**config.mk**
```make
export PLATFORM = sky130hd
export DESIGN_NAME = uart_ring_buffers_unit
export DESIGN_NICKNAME = d
export VERILOG_FILES = /design/src/hdl/urb_pkg.sv /design/src/hdl/urb_ctrl.sv /design/src/hdl/urb_datapath.sv /design/src/hdl/uart_ring_buffers_unit.sv
export SDC_FILE = /design/constraint.sdc
export NUM_CORES = 1
export LEC_CHECK = 0
export BUFFER_PORTS_ARGS = -buffer_cell sky130_fd_sc_hd__buf_2
export CAP_MARGIN = 20
export CORE_UTILIZATION = 56
export DETAILED_ROUTE_END_ITERATION = 16
export PLACE_DENSITY = 0.69
export SETUP_SLACK_MARGIN = 0.5
export SLEW_MARGIN = 20
export SYNTH_ARGS = -nofsm -noshare
export SYNTH_HDL_FRONTEND = slang
export SYNTH_HIERARCHICAL = 1
export SYNTH_SLANG_ARGS = --single-unit
```
**constraint.sdc**
```tcl
create_clock -name clk -period 5.2 [get_ports clk]
set_input_delay 0.52 -clock clk [delete_from_list [all_inputs] [get_ports clk]]
set_output_delay 0.52 -clock clk [all_outputs]
set_load 0.1 [all_outputs]
```
**src/hdl/urb_pkg.sv**
```systemverilog
// ----------------------------------------------------------------------------
// urb_pkg
// Shared types and codes for the UART ring buffer pair: event kinds,
// result status codes, field widths and the controller command bundle.
// ----------------------------------------------------------------------------
package urb_pkg;

	localparam int QUEUE_DEPTH_DEF = 64;

	localparam int KIND_W   = 2;
	localparam int DATA_W   = 8;
	localparam int STATUS_W = 2;
	localparam int COUNT_W  = 6;

	// event kinds
	localparam logic [KIND_W-1:0] KIND_RX_BYTE  = 2'd0;
	localparam logic [KIND_W-1:0] KIND_TX_READY = 2'd1;
	localparam logic [KIND_W-1:0] KIND_HOST_RD  = 2'd2;
	localparam logic [KIND_W-1:0] KIND_HOST_WR  = 2'd3;

	// result status
	localparam logic [STATUS_W-1:0] ST_DONE    = 2'd0;
	localparam logic [STATUS_W-1:0] ST_FRAMING = 2'd1;
	localparam logic [STATUS_W-1:0] ST_FULL    = 2'd2;
	localparam logic [STATUS_W-1:0] ST_IDLE    = 2'd3;

	typedef struct packed {
		logic capture;  // latch the incoming event
		logic execute;  // update queues, launch store reads
		logic load;     // fill the result register
	} urb_cmd_t;

endpackage

```
**src/hdl/urb_ctrl.sv**
```systemverilog
// ----------------------------------------------------------------------------
// urb_ctrl
// Sequencer for one event: capture, execute, load result, hold result
// until the receiver takes it.
// ----------------------------------------------------------------------------
module urb_ctrl import urb_pkg::*; (
	input  logic     clk,
	input  logic     arst_n,
	input  logic     in_valid,
	output logic     in_stall,
	output logic     res_valid,
	input  logic     res_stall,
	output urb_cmd_t cmd
);

	localparam logic [1:0] S_IDLE = 2'd0;
	localparam logic [1:0] S_EXEC = 2'd1;
	localparam logic [1:0] S_LOAD = 2'd2;
	localparam logic [1:0] S_HOLD = 2'd3;

	logic [1:0] state_q;
	logic [1:0] state_nxt;

	always_comb begin
		state_nxt = state_q;
		unique case (state_q)
			S_IDLE: begin
				if (in_valid) begin
					state_nxt = S_EXEC;
				end
			end
			S_EXEC: begin
				state_nxt = S_LOAD;
			end
			S_LOAD: begin
				state_nxt = S_HOLD;
			end
			S_HOLD: begin
				if (!res_stall) begin
					state_nxt = S_IDLE;
				end
			end
			default: begin
				state_nxt = S_IDLE;
			end
		endcase
	end

	always_ff @(posedge clk or negedge arst_n) begin
		if (!arst_n) begin
			state_q <= S_IDLE;
		end else begin
			state_q <= state_nxt;
		end
	end

	assign in_stall    = (state_q != S_IDLE);
	assign res_valid   = (state_q == S_HOLD);
	assign cmd.capture = in_valid && (state_q == S_IDLE);
	assign cmd.execute = (state_q == S_EXEC);
	assign cmd.load    = (state_q == S_LOAD);

endmodule

```
**src/hdl/urb_datapath.sv**
```systemverilog
// ----------------------------------------------------------------------------
// urb_datapath
// Receive and transmit ring buffers with their pointers, the transmit
// interrupt flag and the result register.
// ----------------------------------------------------------------------------
module urb_datapath import urb_pkg::*; #(
	parameter int QUEUE_DEPTH = QUEUE_DEPTH_DEF
) (
	input  logic                clk,
	input  logic                arst_n,
	input  urb_cmd_t            cmd,
	input  logic [KIND_W-1:0]   kind,
	input  logic [DATA_W-1:0]   data,
	input  logic                framing_error,
	output logic [DATA_W-1:0]   out_data,
	output logic                out_valid,
	output logic [STATUS_W-1:0] status,
	output logic [COUNT_W-1:0]  rx_count,
	output logic [COUNT_W-1:0]  tx_space,
	output logic                tx_irq_enable
);

	localparam int PTR_W = (QUEUE_DEPTH > 1) ? $clog2(QUEUE_DEPTH) : 1;
	localparam logic [PTR_W-1:0] PTR_ONE = PTR_W'(1);

	// captured event
	logic [KIND_W-1:0]   kind_q;
	logic [DATA_W-1:0]   data_q;
	logic                ferr_q;

	// queue state
	logic [DATA_W-1:0]   rx_mem [QUEUE_DEPTH];
	logic [DATA_W-1:0]   tx_mem [QUEUE_DEPTH];
	logic [PTR_W-1:0]    rx_wr_q, rx_rd_q, tx_wr_q, tx_rd_q;
	logic                irq_q;

	// execute results
	logic [DATA_W-1:0]   rx_dout_q, tx_dout_q;
	logic [STATUS_W-1:0] st_q;
	logic                ovalid_q;

	// result register
	logic [DATA_W-1:0]   out_data_q;
	logic                out_valid_q;
	logic [STATUS_W-1:0] status_q;
	logic [COUNT_W-1:0]  rx_count_q, tx_space_q;
	logic                irq_out_q;

	// decisions for the execute step
	logic [STATUS_W-1:0] st_nxt;
	logic                ovalid_nxt;
	logic                rx_push, rx_pop, tx_push, tx_pop, irq_clr;
	logic [PTR_W-1:0]    rx_used, tx_free;
	logic [PTR_W+COUNT_W-1:0] rx_used_ext, tx_free_ext;

	assign rx_used = rx_wr_q - rx_rd_q;
	assign tx_free = tx_rd_q - tx_wr_q - PTR_ONE;

	always_comb begin
		st_nxt     = ST_DONE;
		ovalid_nxt = 1'b0;
		rx_push    = 1'b0;
		rx_pop     = 1'b0;
		tx_push    = 1'b0;
		tx_pop     = 1'b0;
		irq_clr    = 1'b0;
		unique case (kind_q)
			KIND_RX_BYTE: begin
				if (ferr_q) begin
					st_nxt = ST_FRAMING;
				end else if (rx_rd_q == rx_wr_q + PTR_ONE) begin
					st_nxt = ST_FULL;
				end else begin
					rx_push = 1'b1;
				end
			end
			KIND_TX_READY: begin
				if (!irq_q) begin
					st_nxt = ST_IDLE;
				end else if (tx_rd_q == tx_wr_q) begin
					irq_clr = 1'b1;
					st_nxt  = ST_IDLE;
				end else begin
					tx_pop     = 1'b1;
					ovalid_nxt = 1'b1;
				end
			end
			KIND_HOST_RD: begin
				if (rx_used == '0) begin
					st_nxt = ST_IDLE;
				end else begin
					rx_pop     = 1'b1;
					ovalid_nxt = 1'b1;
				end
			end
			KIND_HOST_WR: begin
				if (tx_free == '0) begin
					st_nxt = ST_FULL;
				end else begin
					tx_push = 1'b1;
				end
			end
			default: begin
				st_nxt = ST_IDLE;
			end
		endcase
	end

	always_ff @(posedge clk) begin
		if (cmd.capture) begin
			kind_q <= kind;
			data_q <= data;
			ferr_q <= framing_error;
		end
	end

	// stores: one write and one registered read each
	always_ff @(posedge clk) begin
		if (cmd.execute && rx_push) begin
			rx_mem[rx_wr_q] <= data_q;
		end
		if (cmd.execute) begin
			rx_dout_q <= rx_mem[rx_rd_q];
		end
	end

	always_ff @(posedge clk) begin
		if (cmd.execute && tx_push) begin
			tx_mem[tx_wr_q] <= data_q;
		end
		if (cmd.execute) begin
			tx_dout_q <= tx_mem[tx_rd_q];
		end
	end

	always_ff @(posedge clk or negedge arst_n) begin
		if (!arst_n) begin
			rx_wr_q <= '0;
			rx_rd_q <= '0;
			tx_wr_q <= '0;
			tx_rd_q <= '0;
			irq_q   <= 1'b0;
		end else if (cmd.execute) begin
			if (rx_push) rx_wr_q <= rx_wr_q + PTR_ONE;
			if (rx_pop)  rx_rd_q <= rx_rd_q + PTR_ONE;
			if (tx_push) tx_wr_q <= tx_wr_q + PTR_ONE;
			if (tx_pop)  tx_rd_q <= tx_rd_q + PTR_ONE;
			if (tx_push) begin
				irq_q <= 1'b1;
			end else if (irq_clr) begin
				irq_q <= 1'b0;
			end
		end
	end

	always_ff @(posedge clk) begin
		if (cmd.execute) begin
			st_q     <= st_nxt;
			ovalid_q <= ovalid_nxt;
		end
	end

	// counts are reported in six bits whatever the pointer width
	assign rx_used_ext = {{COUNT_W{1'b0}}, rx_used};
	assign tx_free_ext = {{COUNT_W{1'b0}}, tx_free};

	always_ff @(posedge clk) begin
		if (cmd.load) begin
			if (!ovalid_q) begin
				out_data_q <= '0;
			end else if (kind_q == KIND_TX_READY) begin
				out_data_q <= tx_dout_q;
			end else begin
				out_data_q <= rx_dout_q;
			end
			out_valid_q <= ovalid_q;
			status_q    <= st_q;
			rx_count_q  <= rx_used_ext[COUNT_W-1:0];
			tx_space_q  <= tx_free_ext[COUNT_W-1:0];
			irq_out_q   <= irq_q;
		end
	end

	assign out_data      = out_data_q;
	assign out_valid     = out_valid_q;
	assign status        = status_q;
	assign rx_count      = rx_count_q;
	assign tx_space      = tx_space_q;
	assign tx_irq_enable = irq_out_q;

endmodule

```
**src/hdl/uart_ring_buffers_unit.sv**
```systemverilog
// ----------------------------------------------------------------------------
// uart_ring_buffers_unit
// Receive and transmit byte queues between a UART and a host.
// ----------------------------------------------------------------------------
// Usage:
//   Input channel (in_valid / in_stall) carries one event: kind, data and
//   framing_error. Kinds: byte received, transmitter ready, host reads a
//   byte, host queues a byte. Each event gives exactly one result on the
//   output channel (res_valid / res_stall): the byte read or sent, its
//   valid flag, a status code, the receive count, the free transmit space
//   and the transmit interrupt flag.
//   Each queue holds QUEUE_DEPTH-1 bytes; one slot always stays empty.
//   The result is offered once the queue update with store read and then
//   the result load are done. The block takes one event at a time and
//   takes no new event until its result is taken; the registered read of
//   the byte stores is why the result load is a step of its own.
//   While the receiver stalls, the result holds and in_stall stays high.
//   Reset clears all pointers and the interrupt flag; queue contents are
//   not cleared and need no clearing pass.
// ----------------------------------------------------------------------------
module uart_ring_buffers_unit import urb_pkg::*; #(
	parameter int QUEUE_DEPTH = QUEUE_DEPTH_DEF
) (
	input  logic                clk,
	input  logic                arst_n,
	input  logic                in_valid,
	output logic                in_stall,
	input  logic [KIND_W-1:0]   kind,
	input  logic [DATA_W-1:0]   data,
	input  logic                framing_error,
	output logic                res_valid,
	input  logic                res_stall,
	output logic [DATA_W-1:0]   out_data,
	output logic                out_valid,
	output logic [STATUS_W-1:0] status,
	output logic [COUNT_W-1:0]  rx_count,
	output logic [COUNT_W-1:0]  tx_space,
	output logic                tx_irq_enable
);

	urb_cmd_t cmd;

	urb_ctrl u_ctrl (
		.clk       (clk),
		.arst_n    (arst_n),
		.in_valid  (in_valid),
		.in_stall  (in_stall),
		.res_valid (res_valid),
		.res_stall (res_stall),
		.cmd       (cmd)
	);

	urb_datapath #(
		.QUEUE_DEPTH (QUEUE_DEPTH)
	) u_datapath (
		.clk           (clk),
		.arst_n        (arst_n),
		.cmd           (cmd),
		.kind          (kind),
		.data          (data),
		.framing_error (framing_error),
		.out_data      (out_data),
		.out_valid     (out_valid),
		.status        (status),
		.rx_count      (rx_count),
		.tx_space      (tx_space),
		.tx_irq_enable (tx_irq_enable)
	);

endmodule
```
==> summary.md <==
| Metric | Value |
|---|---|
| Sequential area share after synthesis | `0.757` |
| Total GRT Usage | `0.258` |
| Initial antenna violation count | `2` |
| Placed Cells | `3,076` |
| Most frequent cell after synthesis | `edfxtp_1` |
| Violation count after the first detailed-route iteration | `2,577` |
| H-Tree Depth | `3` |
| Unrepaired setup endpoints after global routing | `false` |
| WP buf/inv | `0` |
| Post-DRT Antenna Nets | `0` |
| Die height | `281 microns` |
| Mapped Area | `43,600 sq um` |
| CTS tree | `yes` |
| CTS root buf | `clkbuf_16` |
| Post-CTS Setup Inserts | `0` |
| Ys flop type | `edfxtp_1` |
| Warnings from Yosys | `6` |
| Worst EP arrival | `4.59 ns` |
| Area leader, netlist | `edfxtp_1` |
| Multi-input logic area | `9960 sq um` |
| Min Tclk post-route | `4.27 ns` |
| Vias in the first global route | `21,275` |
| Dpl ws | `1.07 ns` |
| Layout cells sized above 1 | `0.281` |
| Crit Path Category | `reg -> reg` |
| Worst Path Max Fanout | `40` |
| #FFs+latches synth | `1,105` |
| Setup violations, final | `0` |
| Worst-Skew Late Latency | `0.68 ns` |
| Syn_nets | `2,070` |
| Post-route clock period utilization | `0.820` |
| Clock Skews | `0.0345 ns` |
| Area fraction of the dominant cell type after synthesis | `0.742` |
| Max Cap Viol | `0` |
| Gpl congestion | `0.856` |
| Yosys cell types | `69` |
| Slew HR | `0.249` |
| Core Rows | `102` |
| Worst ir drop on vdd | `0.000434 V` |
| Setup WS post-layout | `0.934 ns` |
| Final nets | `2,194` |
| IO Port Bufs | `40` |
| Sink Count | `1,105` |
| Critical path's slowest cell | `o41ai_2` |
| DIE AREA | `79,100 sq um` |
| CTS Buf Count | `107` |
| Clock Tree Buf Depth | `3` |
| CP Capture Type | `register` |
| FMAX | `0.234 GHz` |
| Final Hold Fails | `0` |
| Worst-Margin Slew | `1.11 ns` |
| Total gr overflow | `0` |
| Status | `finished clean` |
| Largest net degree at the start of global routing | `152` |
| Top Ports | `41` |
| CP max stage delay | `0.97 ns` |
| Most common library cells after synthesis | `edfxtp_1, mux4_2, nor2_1, nand2_1, clkbuf_1` |
| Post-Synthesis Cells | `2,029` |
| Final WL | `98,900 microns` |
| Via density | `6.43` |
| ANT cells | `0` |
| Leading post-synthesis cells by cell area | `edfxtp_1, mux4_2, dfrtp_1` |
| Area added between synthesis and finish | `12.5%` |
| Setup TNS | `0 ns` |
| First-pass GRT wire length | `146,000 microns` |
| Routed WL per cell | `30.1 microns` |
| Core ar. | `77,300 sq um` |
| Fill count | `5,096` |
| 1st-pass router iterations | `5` |
| Dpl hpwl | `58,000 microns` |
| Via count | `21,095` |
| CP Cell Sequence | `ha_1 -> o21ai_0 -> o21bai_1 -> a21oi_2 -> xor2_2 -> o41ai_2 -> or4_1 -> nor2_1` |
| Worst Path Required | `5.52 ns` |
| Clock transition at path regs | `0.06 ns` |
| Register area | `33,100 sq um` |
| CP top delay family | `compound AO/OA/AOI/OAI gates` |
| Synthesized area per cell | `21.5 sq um` |
| Post-synth EDFFs | `1,078` |
| Worst hold path class | `in -> reg` |
| Final Max Tran Viols | `0` |
| Leak pwr | `15.4 nW` |
| Synth async-reset ratio | `0.0244` |
| Pwr dens | `513 nW/um^2` |
| Die W | `281 microns` |
| Starting Density | `0.564` |
| Worst setup SP type | `register` |
| Finished Layout Cells | `3,282` |
| DRC | `0` |
[state kept, by name (all words and copies together), names as in the netlist, 2 cells and up]
name	count
u_datapath/status	2
u_datapath/rx_count	6
u_datapath/tx_wr_q	6
u_datapath/rx_rd_q	6
u_datapath/tx_mem	512
u_datapath/out_data	8
u_datapath/data_q	8
u_datapath/tx_space	6
u_datapath/rx_wr_q	6
u_datapath/kind_q	2
u_datapath/tx_rd_q	6
u_datapath/st_q	2
u_datapath/rx_mem	512
u_datapath/tx_dout_q	8
u_ctrl/state_q	2
u_datapath/rx_dout_q	8
[final cells by class]
cell class / count / share of cell area
sequential: 1105 / 0.674
inverter: 26 / 0.00199
multi-input combinational: 778 / 0.203
clock inverter: 80 / 0.0181
timing repair buffer: 135 / 0.0215
tap: 1040 / 0.0265
clock buffer: 118 / 0.0554
[cells by family after synthesis]
logic type / share of synthesized area
flip-flops: 0.757
AO/OA/AOI/OAI: 0.0155
buffers and inverters: 0.0153
XOR/XNOR: 0.00743
AND/OR/NAND/NOR: 0.0341
multiplexers: 0.163
adder cells (fa/ha/maj): 0.00780
[routing by layer]
layer  track usage  wire, microns  vias up
met2         0.386          46100     1125
met4        0.0609           1910        2
met1         0.390          41300    11109
met5             0             56        -
li1              -              -     8717
met3        0.0586           9470      142
[what timing repair did]
action | 4_1_cts | 5_1_grt
hold endpoints to repair | 33 | 0
resized for setup | 0 | 0
hold buffers | 7 | 0
[layout by cell type (no fill, tap or decap), types with 5 or more instances in the layout]
master            n
or3_1             8
a21oi_1           8
xnor2_1          22
clkbuf_1         11
ha_1             24
o211ai_1          8
nor2b_1          19
and2_1            6
nor4_2           12
inv_6             5
clkbuf_16       107
o22ai_1          24
edfxtp_1       1078
dfrtp_1          21
a211o_1           6
buf_4            78
mux2_2            5
buf_12            8
o21ai_0          14
nor3_1           24
xor2_1           10
nor4_1           21
clkinv_2         23
dlygate4sd3_1     7
inv_1            22
nand2b_1          6
a211oi_1          5
nor2_1          100
or4_1             9
nand2_1          48
bufinv_16        17
nand3_1          13
mux2i_1          34
buf_2            40
clkinv_1         26
o2111ai_1         6
mux4_2          297
[worst paths after layout]
check | endpoint | cells past startpoint | from | slack, ns
min | u_datapath/data_q[6] | 1 | data[6] | 0.03
min in group asynchronous | u_datapath/tx_rd_q[4] | 2 | arst_n | 0.48
min reg2reg | u_datapath/status[0] | 0 | u_datapath/st_q[0] | 0.44
max reg2reg | u_datapath/tx_mem[19][6] | 8 | u_datapath/tx_rd_q[2] | 0.93
max in group asynchronous | u_datapath/rx_rd_q[1] | 2 | arst_n | 4.11
max | u_datapath/tx_mem[19][6] | 8 | u_datapath/tx_rd_q[2] | 0.93
[power breakdown]
part	total [mW]	switching, mW	leakage [nW]	internal, mW
logic	6.49	3.88	3.57	2.60
clock network	7.94	3.32	1.77	4.63
registers	10.8	0.346	10.0	10.4
total	25.2	7.55	15.4	17.6
[through the flow]
stage          total power, mW   util  instance area, sq um  hold slack, ns
2_1_floorplan             15.6      -                 43600           0.224
4_1_cts                   25.3  0.634                 49100         0.00911
6_report                  25.2  0.635                 49100          0.0304
3_5_place_dp              17.4  0.587                 45400           0.434
3_3_place_gp              17.4  0.587                 45400           0.414
5_1_grt                   26.0  0.635                 49100          0.0207
Power figures use the tool's default switching activity.
